[src/pffm_pkg.sv]
// Shared constants, types and helpers for the pulldown field frame mapper.
package pffm_pkg;

   localparam int INDEX_BITS  = 24;
   localparam int SRC_BITS    = 24;
   localparam int MAX_FRAMES  = 3;
   localparam int FCNT_BITS   = $clog2(MAX_FRAMES + 1);
   localparam int QUEUE_DEPTH = 2;
   localparam int QPTR_BITS   = (QUEUE_DEPTH > 1) ? $clog2(QUEUE_DEPTH) : 1;
   localparam int QCNT_BITS   = $clog2(QUEUE_DEPTH + 1);
   localparam int MODE_BITS   = 2;
   localparam int BAL_BITS    = 4;

   localparam logic [MODE_BITS-1:0] MODE_HONOR = 2'd0;
   localparam logic [MODE_BITS-1:0] MODE_FILM  = 2'd1;
   localparam logic [MODE_BITS-1:0] MODE_RAW   = 2'd2;

   localparam logic signed [BAL_BITS-1:0] THR_UNLOCKED = 4'sd3;
   localparam logic signed [BAL_BITS-1:0] THR_LOCKED   = 4'sd5;

   typedef struct packed {
      logic [SRC_BITS-1:0] top;
      logic [SRC_BITS-1:0] bot;
   } frame_type;

   typedef struct packed {
      logic [FCNT_BITS-1:0]              count;
      logic                              repeats;
      frame_type [MAX_FRAMES-1:0]        frames;
   } job_type;

   typedef struct packed {
      logic                 full;
      logic                 empty;
      logic [QCNT_BITS-1:0] used;
   } queue_status_type;

   function automatic logic [SRC_BITS-1:0] to_src(input logic [INDEX_BITS-1:0] idx);
      return SRC_BITS'(idx);
   endfunction

endpackage

[src/pffm_front.sv]
// Front end: takes coded picture beats, tracks field state, builds frame jobs.
module pffm_front
   import pffm_pkg::*;
(
   input  logic                 clock,
   input  logic                 reset,
   input  logic                 csr_write_en,
   input  logic [MODE_BITS-1:0] csr_write_data,
   input  logic                 req_valid,
   output logic                 req_ready,
   input  logic                 req_top_first,
   input  logic                 req_repeat_first,
   input  logic                 req_progressive_pic,
   input  queue_status_type     queue_status,
   output logic                 push_valid,
   output job_type              push_job
);

   logic [MODE_BITS-1:0]         field_mode_ff;
   logic [INDEX_BITS-1:0]        coded_index_ff, coded_index_in;
   logic signed [BAL_BITS-1:0]   balance_ff, balance_in;
   logic                         locked_ff, locked_in;
   logic                         top_pend_ff, top_pend_in;
   logic                         bot_pend_ff, bot_pend_in;
   logic [SRC_BITS-1:0]          entry_top_ff, entry_top_in;
   logic [SRC_BITS-1:0]          entry_bot_ff, entry_bot_in;
   logic                         repeats_ff, repeats_in;

   logic                         accept;
   logic [SRC_BITS-1:0]          cur;
   logic                         rff;
   logic                         honor;
   logic signed [BAL_BITS-1:0]   thr;
   logic signed [BAL_BITS-1:0]   bal_step;
   job_type                      job;

   assign req_ready = !queue_status.full;
   assign accept    = req_valid && req_ready;

   always_comb begin
      cur   = to_src(coded_index_ff);
      rff   = req_repeat_first && (field_mode_ff != MODE_RAW);
      honor = (field_mode_ff != MODE_FILM) && (field_mode_ff != MODE_RAW);
      thr   = locked_ff ? THR_LOCKED : THR_UNLOCKED;

      coded_index_in = coded_index_ff + INDEX_BITS'(1);
      repeats_in     = repeats_ff | (honor & req_repeat_first);
      balance_in     = balance_ff;
      locked_in      = locked_ff;
      top_pend_in    = top_pend_ff;
      bot_pend_in    = bot_pend_ff;
      entry_top_in   = entry_top_ff;
      entry_bot_in   = entry_bot_ff;
      bal_step       = balance_ff;

      job.count   = '0;
      job.repeats = repeats_in;
      for (int i = 0; i < MAX_FRAMES; i++) begin
         job.frames[i].top = cur;
         job.frames[i].bot = cur;
      end

      if (field_mode_ff == MODE_FILM) begin
         // step the repeat/no-repeat balance, drop or double at the threshold
         bal_step   = rff ? balance_ff - BAL_BITS'(1) : balance_ff + BAL_BITS'(1);
         balance_in = bal_step;
         if (bal_step == thr) begin
            balance_in = '0;
            locked_in  = 1'b1;
         end else begin
            job.count = FCNT_BITS'(1);
         end
         if (bal_step == -thr) begin
            balance_in = '0;
            locked_in  = 1'b1;
            job.count  = FCNT_BITS'(2);
         end
      end else if (req_progressive_pic) begin
         job.count = FCNT_BITS'(1) + FCNT_BITS'(rff) + FCNT_BITS'(rff & req_top_first);
      end else begin
         job.count = FCNT_BITS'(1);
         if (top_pend_ff) begin
            job.frames[0].top = entry_top_ff;
            entry_top_in      = cur;
         end else if (bot_pend_ff) begin
            job.frames[0].bot = entry_bot_ff;
            entry_bot_in      = cur;
         end
         if (rff) begin
            if (req_top_first) begin
               entry_top_in = cur;
               top_pend_in  = 1'b1;
            end else begin
               entry_bot_in = cur;
               bot_pend_in  = 1'b1;
            end
            if (top_pend_in && bot_pend_in) begin
               top_pend_in       = 1'b0;
               bot_pend_in       = 1'b0;
               job.frames[1].top = entry_top_in;
               job.frames[1].bot = entry_bot_in;
               job.count         = FCNT_BITS'(2);
            end
         end
      end
   end

   assign push_valid = accept && (job.count != '0);
   assign push_job   = job;

   always_ff @(posedge clock) begin
      if (reset) begin
         field_mode_ff  <= MODE_HONOR;
         coded_index_ff <= '0;
         balance_ff     <= '0;
         locked_ff      <= 1'b0;
         top_pend_ff    <= 1'b0;
         bot_pend_ff    <= 1'b0;
         entry_top_ff   <= '0;
         entry_bot_ff   <= '0;
         repeats_ff     <= 1'b0;
      end else begin
         if (csr_write_en) begin
            field_mode_ff <= csr_write_data;
         end
         if (accept) begin
            coded_index_ff <= coded_index_in;
            balance_ff     <= balance_in;
            locked_ff      <= locked_in;
            top_pend_ff    <= top_pend_in;
            bot_pend_ff    <= bot_pend_in;
            entry_top_ff   <= entry_top_in;
            entry_bot_ff   <= entry_bot_in;
            repeats_ff     <= repeats_in;
         end
      end
   end

endmodule

[src/pffm_queue.sv]
// Short job queue between the front end and the frame emitter.
module pffm_queue
   import pffm_pkg::*;
(
   input  logic             clock,
   input  logic             reset,
   input  logic             push_valid,
   input  job_type          push_job,
   input  logic             pop,
   output job_type          head_job,
   output queue_status_type status
);

   job_type                mem_ff [QUEUE_DEPTH];
   logic [QPTR_BITS-1:0]   wr_ptr_ff, wr_ptr_in;
   logic [QPTR_BITS-1:0]   rd_ptr_ff, rd_ptr_in;
   logic [QCNT_BITS-1:0]   used_ff, used_in;
   logic                   do_push;
   logic                   do_pop;

   assign status.full  = (used_ff == QCNT_BITS'(QUEUE_DEPTH));
   assign status.empty = (used_ff == '0);
   assign status.used  = used_ff;
   assign head_job     = mem_ff[rd_ptr_ff];

   assign do_push = push_valid && !status.full;
   assign do_pop  = pop && !status.empty;

   always_comb begin
      wr_ptr_in = wr_ptr_ff;
      rd_ptr_in = rd_ptr_ff;
      used_in   = used_ff;
      if (do_push) begin
         wr_ptr_in = (wr_ptr_ff == QPTR_BITS'(QUEUE_DEPTH - 1)) ? '0
                                                                : wr_ptr_ff + QPTR_BITS'(1);
      end
      if (do_pop) begin
         rd_ptr_in = (rd_ptr_ff == QPTR_BITS'(QUEUE_DEPTH - 1)) ? '0
                                                                : rd_ptr_ff + QPTR_BITS'(1);
      end
      if (do_push && !do_pop) begin
         used_in = used_ff + QCNT_BITS'(1);
      end else if (do_pop && !do_push) begin
         used_in = used_ff - QCNT_BITS'(1);
      end
   end

   always_ff @(posedge clock) begin
      if (reset) begin
         wr_ptr_ff <= '0;
         rd_ptr_ff <= '0;
         used_ff   <= '0;
      end else begin
         wr_ptr_ff <= wr_ptr_in;
         rd_ptr_ff <= rd_ptr_in;
         used_ff   <= used_in;
      end
   end

   always_ff @(posedge clock) begin
      if (do_push) begin
         mem_ff[wr_ptr_ff] <= push_job;
      end
   end

endmodule

[src/pffm_back.sv]
// Back end: plays out the frames of each job, one result beat per cycle while rsp_ready is high.
module pffm_back
   import pffm_pkg::*;
(
   input  logic                clock,
   input  logic                reset,
   input  job_type             head_job,
   input  queue_status_type    queue_status,
   output logic                pop,
   output logic                rsp_valid,
   input  logic                rsp_ready,
   output logic [SRC_BITS-1:0] rsp_top_source,
   output logic [SRC_BITS-1:0] rsp_bottom_source,
   output logic                rsp_last_of_run,
   output logic                rsp_repeats_present
);

   job_type               job_ff;
   logic                  valid_ff;
   logic [FCNT_BITS-1:0]  idx_ff;
   logic                  last;
   logic                  done;

   assign last = (idx_ff == job_ff.count - FCNT_BITS'(1));
   // free the job register when empty or when its final beat leaves
   assign done = !valid_ff || (rsp_ready && last);
   assign pop  = done && !queue_status.empty;

   assign rsp_valid           = valid_ff;
   assign rsp_top_source      = job_ff.frames[idx_ff].top;
   assign rsp_bottom_source   = job_ff.frames[idx_ff].bot;
   assign rsp_last_of_run     = last;
   assign rsp_repeats_present = job_ff.repeats;

   always_ff @(posedge clock) begin
      if (reset) begin
         valid_ff <= 1'b0;
         idx_ff   <= '0;
      end else if (done) begin
         valid_ff <= !queue_status.empty;
         idx_ff   <= '0;
      end else if (rsp_ready) begin
         idx_ff <= idx_ff + FCNT_BITS'(1);
      end
   end

   always_ff @(posedge clock) begin
      if (pop) begin
         job_ff <= head_job;
      end
   end

endmodule

[src/pulldown_field_frame_mapper.sv]
// Top level of the pulldown field frame mapper: front end, job queue, frame emitter.
// A picture's first result beat passes the queue memory and the emitter's job register.
// Throughput: one req beat per cycle while the two-entry job queue has room; the emitter
//   sends one frame per cycle while rsp_ready is high; a picture yields 0 to 3 frames.
// Reset: synchronous, active high; clears counter, cadence, field state, mode and queue.
module pulldown_field_frame_mapper
   import pffm_pkg::*;
(
   input  logic                 clock,
   input  logic                 reset,
   input  logic                 csr_write_en,
   input  logic [MODE_BITS-1:0] csr_write_data,
   input  logic                 req_valid,
   output logic                 req_ready,
   input  logic                 req_top_first,
   input  logic                 req_repeat_first,
   input  logic                 req_progressive_pic,
   output logic                 rsp_valid,
   input  logic                 rsp_ready,
   output logic [SRC_BITS-1:0]  rsp_top_source,
   output logic [SRC_BITS-1:0]  rsp_bottom_source,
   output logic                 rsp_last_of_run,
   output logic                 rsp_repeats_present
);

   logic             push_valid;
   job_type          push_job;
   logic             pop;
   job_type          head_job;
   queue_status_type queue_status;

   // Front end: classify each picture, update field pairing and cadence state,
   // and push a job holding every frame it completes (dropped pictures push nothing).
   pffm_front u_front (
      .clock               (clock),
      .reset               (reset),
      .csr_write_en        (csr_write_en),
      .csr_write_data      (csr_write_data),
      .req_valid           (req_valid),
      .req_ready           (req_ready),
      .req_top_first       (req_top_first),
      .req_repeat_first    (req_repeat_first),
      .req_progressive_pic (req_progressive_pic),
      .queue_status        (queue_status),
      .push_valid          (push_valid),
      .push_job            (push_job)
   );

   // Job queue: decouples picture intake from frame playout.
   pffm_queue u_queue (
      .clock    (clock),
      .reset    (reset),
      .push_valid (push_valid),
      .push_job (push_job),
      .pop      (pop),
      .head_job (head_job),
      .status   (queue_status)
   );

   // Frame emitter: hold one job, advance one frame per accepted beat.
   pffm_back u_back (
      .clock               (clock),
      .reset               (reset),
      .head_job            (head_job),
      .queue_status        (queue_status),
      .pop                 (pop),
      .rsp_valid           (rsp_valid),
      .rsp_ready           (rsp_ready),
      .rsp_top_source      (rsp_top_source),
      .rsp_bottom_source   (rsp_bottom_source),
      .rsp_last_of_run     (rsp_last_of_run),
      .rsp_repeats_present (rsp_repeats_present)
   );

   // A job is never pushed into a full queue.
   a_no_overflow: assert property (@(posedge clock) disable iff (reset)
      push_valid |-> !queue_status.full)
      else $error("job pushed into full queue");

   // Occupancy stays within the queue depth.
   a_used_bound: assert property (@(posedge clock) disable iff (reset)
      queue_status.used <= QCNT_BITS'(QUEUE_DEPTH))
      else $error("queue occupancy out of range");

   // The repeat flag is sticky across beats in order.
   a_repeats_sticky: assert property (@(posedge clock) disable iff (reset)
      (rsp_valid && rsp_repeats_present) |=> (!rsp_valid || rsp_repeats_present))
      else $error("repeats_present dropped");

   // Pop only when the emitter frees its job register.
   a_pop_when_free: assert property (@(posedge clock) disable iff (reset)
      pop |-> (!rsp_valid || (rsp_ready && rsp_last_of_run)))
      else $error("job popped while emitter busy");

endmodule
[config.mk]
export PLATFORM = sky130hd
export DESIGN_NAME = pulldown_field_frame_mapper
export DESIGN_NICKNAME = d
export VERILOG_FILES = /design/src/pffm_pkg.sv /design/src/pffm_front.sv /design/src/pffm_queue.sv /design/src/pffm_back.sv /design/src/pulldown_field_frame_mapper.sv
export SDC_FILE = /design/constraint.sdc
export NUM_CORES = 1
export LEC_CHECK = 0
export ABC_AREA = 1
export BUFFER_PORTS_ARGS = -buffer_cell sky130_fd_sc_hd__buf_4
export CORE_UTILIZATION = 50
export CTS_BUF_LIST = sky130_fd_sc_hd__clkbuf_8
export DETAILED_ROUTE_END_ITERATION = 8
export PLACE_DENSITY = 0.69
export RECOVER_POWER = 100
export SKIP_CTS_REPAIR_TIMING = 1
export SLEW_MARGIN = 10
export SYNTH_ARGS = -nofsm -noshare
export SYNTH_HDL_FRONTEND = slang
export SYNTH_HIERARCHICAL = 1
export SYNTH_SLANG_ARGS = --single-unit
[constraint.sdc]
create_clock -name clock -period 12.2 [get_ports clock]
set_input_delay 2.44 -clock clock [delete_from_list [all_inputs] [get_ports clock]]
set_output_delay 2.44 -clock clock [all_outputs]
set_load 0.05 [all_outputs]
**Word-level counts from Yosys, hierarchy flattened**

Memories as Yosys holds them, arrays and structs flattened. A register that Yosys moved wholly into a read port is not among the register bits.
Index checks and enable logic that the tools add are counted.

- Muxes and demuxes: 44
- Order comparisons: 1
- Bitwise logic cells: 5
- $add $sub $neg: 12
- Equality and inequality tests: 7
- Reduce and logical (&&, ||, !) cells: 26

Operators by type and width:

| operator | number |
|---|---|
| $mux W24 | 10 |
| $mux W96 | 2 |
| $mux W48 | 3 |
| $bmux W48 S2 | 1 |
| $add A24 B1 Y24 const B | 1 |
| $mux W1 | 17 |
| $mux W2 | 7 |
| $mux W4 | 3 |
| $logic_and A1 B1 Y1 | 11 |
| $eq A4 B4 Y1 | 2 |
| $reduce_and A3 Y1 | 2 |
| $reduce_bool A2 Y1 | 3 |
| $logic_not A1 Y1 | 5 |
| $add A2 B1 Y2 const B | 2 |
| $add A4 B2 Y4 const B | 1 |
| $neg A4 Y4 | 1 |
| $reduce_and A4 Y1 | 1 |
| $sub A2 B1 Y2 const B | 2 |
| $sub A4 B2 Y4 const B | 1 |
| $lt A2 B3 Y1 const B | 1 |
| $mux W3 | 1 |
| $add A1 B1 Y1 const B | 2 |
| $add A1 B1 Y2 const A | 1 |
| $add A2 B2 Y2 | 1 |
| other kinds (12) | 14 |

- Memory bits (writable): 294
- Output and inout bits: 52
- Logic and storage cells: 110
- Memories: 1
- Register bits: 89

Memories:

| name | depth | bits a word | read ports | clocked after Yosys merged registers in | wr ports | RTL line | RTL |
|---|---|---|---|---|---|---|---|
| u_queue.mem_ff | 2 | 147 | 1 | 1 | 1 | pffm_queue.sv:14 | `job_type mem_ff [QUEUE_DEPTH];` |

**Logic depth before layout (Yosys ltp)**

Gate-level depths: netlist (run 1).

- Depth after elaboration: 17
- Depth in mapped cells: 28
- Gate-level depth less buffers: 28

**By module**

Netlist (run 1), hierarchy kept.

By module, submodules not included:

| module | cells an instance | area each (um2) | times used |
|---|---|---|---|
| pffm_queue | 494 | 10900.5 | 1 |
| pffm_back | 393 | 5854.4 | 1 |
| pffm_front | 919 | 5771.8 | 1 |

**Least setup slack after synthesis (run 1)**

OpenSTA, ideal clock, no wires.

- Path kind: input-to-reg
- Start point: input rsp_ready
- End point: register u_queue.used_ff[1]
- Stages on the path: 9
- Buffers on the path: 0
- Data arrival time: 11.806 ns
- Required time: 12.136 ns
- Setup time: 0.064 ns
- Slack: 0.330 ns
- Cells stage by stage: nand2_2 a21oi_1 o21ai_0 ha_1 inv_1 nand3_1 nand2_1 inv_1 nor2_1

- Cells in the longest elaborated chain, start to end: 7

Ends and longest elaborated chain:

| item | RTL line | RTL |
|---|---|---|
| start, declared | pulldown_field_frame_mapper.sv:19 | `input logic rsp_ready,` |
| $logic_and A1 B1 Y1 * | pffm_back.sv:26 | `assign done = !valid_ff \|\| (rsp_ready && last);` |
| $logic_or A1 B1 Y1 * | pffm_back.sv:26 |  |
| $logic_and A1 B1 Y1 * | pffm_back.sv:27 | `assign pop = done && !queue_status.empty;` |
| net pop | pulldown_field_frame_mapper.sv:28 | `logic pop;` |
| $logic_and A1 B1 Y1 * | pffm_queue.sv:27 | `assign do_pop = pop && !status.empty;` |
| $logic_not A1 Y1 | pffm_queue.sv:41 | `if (do_push && !do_pop) begin` |
| $logic_and A1 B1 Y1 | pffm_queue.sv:41 |  |
| $mux W2 or $reduce_bool A2 Y1 (tied branches) | - |  |
| end signal, assigned | pffm_queue.sv:56 | `used_ff <= used_in;` |
| end, declared | pffm_queue.sv:17 | `logic [QCNT_BITS-1:0] used_ff, used_in;` |

Mark *: on every way through the listed nets, which the timed path passes. The rest lies on a longest branch.
A chain may end at the register's enable or synchronous reset.

==> results.json, run 1 <==
{
  "rrSetupSlack_ns": 4.02,
  "setup_viol": 0,
  "vdd_drop_max_mv": 0.136,
  "synth_edf_count": 441,
  "max_freq_mhz": 120,
  "syn_avg_cell_area_um2": 12.5,
  "drc_errors": 0,
  "gr-max-usage-layer": "met2",
  "final_net_count": 1828,
  "start_kind": "input port",
  "cts_buffer_depth": 3,
  "avgViaCountPerCell": 5.58,
  "period_minus_slack_ns": 8.32,
  "worstMarginPinSlew_ns": 4.44,
  "p_int_mw": 3.70,
  "cp_slowest_cell": "nor2_1",
  "use_met2_pct": 35.0,
  "cts_root_buf": "clkbuf_8",
  "core_um2": 44300,
  "netlist_area_um2": 22500,
  "fin_tns_setup_ns": 0,
  "fin_crit_sh_pct": 68.2,
  "worstPathRequired_ns": 12.45,
  "clk_pin_slew_worst_paths_ns": 0.05,
  "hpwl_um": 28300,
  "max_stage_delay_ns": 1.65,
  "num_antenna_cells": 0,
  "p_comb_share_pct": 24.9,
  "place_congestion": 0.862,
  "syn_inst": 1806,
  "synth_nets": 1822,
  "initial_utilization_pct": 50.8,
  "port_buffers": 61,
  "p_sw_mw": 1.78,
  "cp_max_fo": 77,
  "violations": "capacitance limit, slew limit",
  "grtUsageTotal_pct": 20.9,
  "min-delay-path-class": "reg2reg",
  "rsz0062_at_grt": "no",
  "grtUsageMet3_pct": 4.34,
  "ys_seq_elements": 531,
  "dr.first_iter.drc_count": 1077,
  "relSlewSlack_pct": -196,
  "power.density_nw_per_um2": 226,
  "pwr-share-clk_pct": 25.5,
  "cap_violations": 11,
  "status": "complete, but fails checks",
  "crit_chain": "clkbuf_1, clkinv_1, nor2_1, ha_1, nand4_1, nand2_1, inv_1, nand3_1, nand2_1, nand3_1, o21ai_0, nor2_2, nor2_2, o21ai_0, nor2_1, buf_4",
  "overflow": 0,
  "grt_max_degree": 98,
  "p_leak_nw": 8.23,
  "endpoint_kind": "flop",
  "slew_violations": 461,
  "routed_wl_um": 48000,
  "synth_seq_area_share_pct": 66.8,
  "drive_above_1_share_pct": 17.9,
  "swShare_pct": 32.5,
  "finClkSkew_ns": 0.0289,
  "die_x_um": 214,
  "grt_first_pass_wirelength_um": 74300,
  "seqPwrFrac_pct": 49.6,
  "crit_arrival_ns": 8.57,
  "first_pass_iters": 7,
  "path_class": "in2reg",
  "cts.sinks": 531,
  "wire_per_inst_um": 19.4,
  "chipHeight_um": 214,
  "cts_htree_levels": 3,
  "antenna_found_initial": 1,
  "whs_ns": 0.482,
  "hold_viol": 0,
  "first_global_vias": 13500,
  "rows": 77,
  "ios": 62,
  "cts_tree": "yes",
  "cts_made_buffers": 85,
  "ant_nets": 0,
  "grtUsageMet1_pct": 26.9,
  "async_flop_share_pct": 0,
  "num_vias": 13800,
  "areaGrowthSynthToFinish_pct": 7.59,
  "insertion_delay_ns": 0.65,
  "synth_ff_type": "edfxtp_1",
  "ys_types": 42,
  "die-area_um2": 45900,
  "yosysWarningCount": 6
}
-- path summary, 6_finish.rpt --
path	start	endpoint	depth (start not counted)
min	u_front/field_mode_ff[1]	u_front/field_mode_ff[1]	2
max reg2reg	u_back/idx_ff[1]	u_back/job_ff[119]	10
min reg2reg	u_front/field_mode_ff[1]	u_front/field_mode_ff[1]	2
max	req_repeat_first	u_queue/mem_ff[0][140]	16
-- cells in the mapped netlist (2+ instances only) --
| library cell | number | area [um2] |
|---|---|---|
| edfxtp_1 | 441 | 13200 |
| nand2_1 | 220 | 826 |
| o21ai_0 | 184 | 921 |
| mux2_2 | 148 | 1670 |
| inv_1 | 111 | 417 |
| dfxtp_1 | 90 | 1800 |
| nor2_1 | 90 | 338 |
| o21ai_1 | 83 | 415 |
| a21oi_1 | 73 | 365 |
| clkbuf_1 | 57 | 214 |
| nand3_1 | 48 | 240 |
| buf_4 | 31 | 233 |
| buf_2 | 29 | 145 |
| buf_6 | 28 | 315 |
| nand3_2 | 25 | 250 |
| a221oi_1 | 24 | 210 |
| a211oi_1 | 18 | 135 |
| o211ai_1 | 15 | 113 |
| o21ai_2 | 11 | 96.3 |
| nor3_1 | 10 | 50.1 |
| buf_1 | 9 | 33.8 |
| nand2_2 | 7 | 43.8 |
| nand4_1 | 7 | 43.8 |
| xor2_1 | 7 | 61.3 |
| ha_1 | 6 | 75.1 |
| inv_2 | 6 | 22.5 |
| nor2_2 | 5 | 31.3 |
| clkbuf_2 | 4 | 20.0 |
| xnor2_1 | 3 | 26.3 |
| inv_6 | 2 | 17.5 |
| nor2_4 | 2 | 22.5 |
| nor2_8 | 2 | 40.0 |
-- routing by layer --
metal | routed length [um] | vias up
met1 | 20000 | 6756
li1 | - | 6438
met2 | 23800 | 487
met3 | 3190 | 84
met5 | 0 | -
met4 | 1030 | 0
-- state kept, by name (all words and copies together) (netlist names), 2 cells and up, named ones only --
signal                  count
u_queue/mem_ff            294
u_back/job_ff             146
u_front/coded_index_ff     24
u_front/entry_bot_ff       24
u_front/entry_top_ff       24
u_front/balance_ff          4
u_back/idx_ff               2
u_front/field_mode_ff       2
u_queue/used_ff             2
-- power by group through the flow --
| stage | Sequential, mW | Combinational [mW] | Clock, mW |
|---|---|---|---|
| 2_1_floorplan | 2.83 | 1.06 | 0 |
| 3_3_place_gp | 2.74 | 1.40 | 0 |
| 3_5_place_dp | 2.76 | 1.42 | 0 |
| 6_report | 2.72 | 1.36 | 1.40 |
| 5_1_grt | 2.76 | 1.46 | 1.52 |
| 4_1_cts | 2.72 | 1.42 | 1.44 |
-- through the flow --
step | setup slack, ns | total power, mW | area [um2] | std cells | util, %
floorplan | 0.330 | 3.89 | 22500 | 1806 | -
global placement | 5.94 | 4.14 | 22900 | 2317 | 51.7
detailed placement | 5.89 | 4.18 | 22900 | 2317 | 51.7
CTS | 6.56 | 5.58 | 24500 | 2468 | 55.3
global route | 3.43 | 5.74 | 24200 | 2468 | 54.7
finish | 3.88 | 5.48 | 24200 | 2468 | 54.7
-- cells in the final DEF, fill, tap and decap left out, drive strengths merged, types with 3 or more instances in the layout --
cell      count
ha            6
o21ai       278
nor2         99
xnor2         3
buf          38
nand2       228
edfxtp      441
mux2        148
dfxtp        90
inv         144
nand4         7
a221oi       24
a21oi        74
clkinvlp      4
clkbuf      130
a211oi       18
xor2          7
o211ai       15
nor3         11
nand3        74
clkinv       29
-- area by class of cell --
type                    count  area [um2]
clock buffers              91        1250
clock inverters            60         309
fillers                  3653       20100
inverters                 119         457
multi-input cells         998        5990
flip-flops and latches    531       15000
well taps                 592         741
repair buffers             77         435
-- cell families (layout without fill, tap and decap cells) --
logic type | after synthesis | count (layout) | synth area share (%)
DFF | 531 | 531 | 66.8
and+or+nand+nor | 423 | 423 | 8.68
AOI/OAI and AO/OA | 411 | 411 | 10.1
buffers and inverters | 277 | 347 | 6.29
muxes | 148 | 148 | 7.40
xor gates and xnor gates | 10 | 10 | 0.389
adders and majority gates | 6 | 6 | 0.333
-- worst max-delay path: cells and delay by family --
kind            cells  cell delay (ns)
compound gates      2             0.56
fa+ha+maj           1             0.54
buf+inv             4             1.41
simple gates        9             3.52
No activity file was read; power rests on OpenSTA's default activity.
==> inputs of run 2 (changes only) <==
==> constraint.sdc (replaced) <==
create_clock -name clock -period 7.4 [get_ports clock]
set_input_delay 1.48 -clock clock [delete_from_list [all_inputs] [get_ports clock]]
set_output_delay 1.48 -clock clock [all_outputs]
set_load 0.05 [all_outputs]
==> results.json, run 2 (synthesis gave the netlist of run 1 again) <==
{
  "fillers": 3671,
  "largest_register_ffs": 294,
  "cts_buffer_depth": 3,
  "relSlewSlack_pct": -185,
  "overflow": 0,
  "wire_per_inst_um": 19.3,
  "cts_htree_levels": 3,
  "min-delay-path-class": "reg2reg",
  "grt_max_degree": 148,
  "drc_errors": 0,
  "die-area_um2": 45900,
  "grt_first_pass_wirelength_um": 74200,
  "power.density_nw_per_um2": 374,
  "initial_utilization_pct": 50.8,
  "chipHeight_um": 214,
  "mostFrequentLayoutCells": "edfxtp_1, o21ai_0, nand2_1",
  "ant_nets": 0,
  "worstMarginPinSlew_ns": 4.27,
  "fin_crit_sh_pct": 75.3,
  "placed_cell_area_um2": 23000,
  "crit_arrival_ns": 4.09,
  "period_minus_slack_ns": 5.57,
  "p_leak_nw": 8.30,
  "die_x_um": 214,
  "slew_violations": 383,
  "areaGrowthSynthToFinish_pct": 8.19,
  "cts_root_buf": "clkbuf_8",
  "largest-register": "u_queue/mem_ff",
  "layout_commonest_cell": "edfxtp_1",
  "avgViaCountPerCell": 5.49,
  "cap_violations": 8,
  "cts_tree": "yes",
  "ios": 62,
  "num_vias": 13600,
  "first_pass_iters": 6,
  "clk_pin_slew_worst_paths_ns": 0.06,
  "worstPathRequired_ns": 5.92,
  "cts.sinks": 531,
  "final_util_pct": 55.0,
  "start_kind": "flop",
  "cp_max_fo": 50,
  "finClkSkew_ns": 0.0381,
  "grtUsageTotal_pct": 20.8,
  "violations": "capacitance limit, slew limit",
  "core_um2": 44300,
  "rsz0062_at_grt": "no",
  "routed_wl_um": 47700,
  "path_class": "reg2out",
  "first_global_vias": 13400,
  "rows": 77,
  "endpoint_kind": "output port",
  "place_congestion": 0.848,
  "setup_ws_ns": 1.83,
  "drive_above_1_share_pct": 18.6,
  "port_buffers": 61,
  "antenna_found_initial": 1,
  "max_freq_mhz": 180,
  "final_net_count": 1830,
  "setup_viol": 0,
  "dr.first_iter.drc_count": 1282,
  "fin_area_um2": 24400,
  "hpwl_um": 27800,
  "status": "complete, but fails checks",
  "hold_viol": 0,
  "vdd_drop_max_mv": 0.243,
  "cts_made_buffers": 86,
  "top_regs": "u_queue/mem_ff x294, u_back/job_ff x146",
  "place_ws_ns": 2.63,
  "insertion_delay_ns": 0.65
}
[run 2: final cells by class]
type                    count  area, um2  area share, %
clock inverters            58        300           1.23
inverters                 119        457           1.87
well taps                 592        741           3.04
clock buffers              96       1320           5.42
diodes                      1       2.50         0.0103
multi-input cells         998       6030           24.8
flip-flops and latches    531      15000           61.7
repair buffers             78        468           1.92
[run 2: final timing paths]
| path | start | endpoint | slack (ns) | cells after the start |
|---|---|---|---|---|
| min | u_front/field_mode_ff[1] | u_front/field_mode_ff[1] | 0.48 | 2 |
| min reg2reg | u_front/field_mode_ff[1] | u_front/field_mode_ff[1] | 0.48 | 2 |
| max reg2reg | u_back/idx_ff[1] | u_back/job_ff[70] | 1.85 | 9 |
| max | u_back/idx_ff[1] | rsp_top_source[23] | 1.83 | 5 |
[run 2: routing by layer]
layer	global-route usage (%)	wire length, um	up-vias
met5	0	0	-
met2	34.3	22900	456
met4	7.21	931	0
met3	3.99	2970	70
li1	-	-	6451
met1	27.8	20900	6602
[run 2: where the power goes]
group / switching [mW] / leakage, nW / total, mW / internal [mW]
Sequential: 0.191 / 4.94 / 4.43 / 4.23
Clock: 1.11 / 0.937 / 2.37 / 1.26
Combinational: 1.66 / 2.43 / 2.32 / 0.666
Total: 2.96 / 8.30 / 9.12 / 6.16
[run 2: metrics by stage]
stage | TNS, ns | cells | total power [mW] | hold WS [ns]
after global placement | 0 | 2318 | 6.84 | 0.467
after detailed placement | 0 | 2318 | 6.90 | 0.476
after global routing | 0 | 2473 | 9.57 | 0.505
after floorplan | -712.20 | 1806 | 6.32 | 0.443
after CTS | 0 | 2472 | 9.29 | 0.485
final | 0 | 2473 | 9.12 | 0.483
[run 2: critical path: stages, from the launching register on]
cell      delay (ns)
dfxtp_2         0.32
clkbuf_1        1.66
inv_6           0.61
o21ai_0         0.36
o21ai_0         0.14
clkbuf_1        0.33
==> inputs of run 3 (changes only) <==
==> constraint.sdc (replaced) <==
create_clock -name clock -period 4.48 [get_ports clock]
set_input_delay 0.896 -clock clock [delete_from_list [all_inputs] [get_ports clock]]
set_output_delay 0.896 -clock clock [all_outputs]
set_load 0.05 [all_outputs]
==> results.json, run 3 (synthesis gave the netlist of run 1 again) <==
{
  "cts_made_buffers": 85,
  "die-area_um2": 45900,
  "drc_errors": 0,
  "top_regs": "u_queue/mem_ff x294, u_back/job_ff x146",
  "grtUsageTotal_pct": 21.0,
  "worstMarginPinSlew_ns": 3.00,
  "rsz0062_at_grt": "no",
  "overflow": 0,
  "path_class": "reg2out",
  "cts_buffer_depth": 3,
  "start_kind": "flop",
  "period_minus_slack_ns": 3.98,
  "cts_root_buf": "clkbuf_8",
  "ios": 62,
  "insertion_delay_ns": 0.64,
  "final_net_count": 1848,
  "avgViaCountPerCell": 5.58,
  "largest-register": "u_queue/mem_ff",
  "drive_above_1_share_pct": 19.5,
  "max_freq_mhz": 251,
  "slew_violations": 213,
  "die_x_um": 214,
  "clk_pin_slew_worst_paths_ns": 0.06,
  "initial_utilization_pct": 50.8,
  "grt_first_pass_wirelength_um": 75500,
  "crit_arrival_ns": 3.08,
  "vdd_drop_max_mv": 0.479,
  "wire_per_inst_um": 19.3,
  "routed_wl_um": 48100,
  "endpoint_kind": "output port",
  "violations": "capacitance limit, slew limit",
  "power.density_nw_per_um2": 614,
  "rows": 77,
  "worst-path-buf-inv": 2,
  "p_leak_nw": 8.51,
  "areaGrowthSynthToFinish_pct": 9.71,
  "relSlewSlack_pct": -100,
  "cp_max_fo": 51,
  "hold_viol": 0,
  "antenna_found_initial": 1,
  "first_pass_iters": 7,
  "cts_htree_levels": 3,
  "fin_crit_sh_pct": 88.8,
  "finClkSkew_ns": 0.0326,
  "first_global_vias": 13700,
  "ant_nets": 0,
  "mostFrequentLayoutCells": "edfxtp_1, o21ai_0, nand2_1",
  "max_stage_delay_ns": 1.26,
  "grt_max_degree": 103,
  "largest_register_ffs": 294,
  "cts.sinks": 531,
  "cp_top_family": "buffers and inverters",
  "chipHeight_um": 214,
  "setup_viol": 0,
  "cap_violations": 4,
  "num_vias": 13900,
  "hpwl_um": 29500,
  "worstPathRequired_ns": 3.58,
  "place_congestion": 0.842,
  "cp_slowest_cell": "clkbuf_2",
  "whs_ns": 0.496,
  "min-delay-path-class": "reg2reg",
  "fin_tns_setup_ns": 0,
  "crit_chain": "clkbuf_2, nand3_2, o21ai_2, clkbuf_1",
  "dr.first_iter.drc_count": 1510,
  "port_buffers": 61,
  "core_um2": 44300,
  "status": "complete, but fails checks",
  "layout_commonest_cell": "edfxtp_1",
  "cts_tree": "yes"
}
==> run 3: cell types whose count changed in the layout (fill, tap and decap cells not counted), moves of 4 or more <==
cell      previous run  this run
o21ai_1             31        43
buf_4               37        65
clkbuf_1            38        19
nand3_2             24        19
buf_12               2        10
mux2_2             138       126
nand3_1             50        54
mux2_1              10        22
o21ai_0            237       223
==> run 3: routing by layer <==
| layer | wire [um] | share of wire [%] | GRT usage [%] |
|---|---|---|---|
| met5 | 0 | 0 | 0 |
| met2 | 23000 | 48 | 33.7 |
| met4 | 1200 | 2.5 | 8.00 |
| met3 | 3040 | 6.3 | 3.45 |
| met1 | 20800 | 43 | 28.9 |
==> run 3: worst min-delay path: cells and delay by family (launching register included) <==
kind	cells	cell delay, ns
AOI/OAI and AO/OA	1	0.08
buffers and inverters	1	0.07
DFF	1	0.30
==> run 3: per-stage QoR <==
stage	instance area [um2]	cells	setup slack (ns)	power, mW	util, %
floorplan	22700	1806	-0.485	10.4	-
global placement	23300	2337	0.591	11.4	52.6
detailed placement	23300	2337	0.545	11.5	52.6
CTS	24900	2491	0.810	15.4	56.2
global route	24700	2491	0.308	15.9	55.8
finish	24700	2492	0.503	15.2	55.8
==> run 3: final cells by class <==
| cell class | count | area, um2 |
|---|---|---|
| fillers | 3639 | 19600 |
| flip-flops and latches | 531 | 15000 |
| multi-input cells | 998 | 6050 |
| clock buffers | 99 | 1360 |
| repair buffers | 97 | 774 |
| well taps | 592 | 741 |
| inverters | 119 | 473 |
| clock inverters | 55 | 262 |
| diodes | 1 | 2.50 |
==> run 3: power breakdown <==
part	leakage [nW]	switching, mW	internal [mW]	total, mW
registers	4.94	0.403	6.98	7.38
clock network	0.936	1.84	2.07	3.91
logic	2.64	2.66	1.22	3.88
total	8.51	4.90	10.3	15.2
==> run 3: path summary, 6_finish.rpt <==
kind / endpoint / startpoint / slack [ns] / cells after the start
min: u_front/entry_bot_ff[11] / u_front/entry_bot_ff[11] / 0.50 / 2
min reg2reg: u_front/entry_bot_ff[11] / u_front/entry_bot_ff[11] / 0.50 / 2
max: rsp_bottom_source[3] / u_back/idx_ff[1] / 0.50 / 4
max reg2reg: u_queue/mem_ff[0][94] / u_front/field_mode_ff[0] / 0.60 / 17
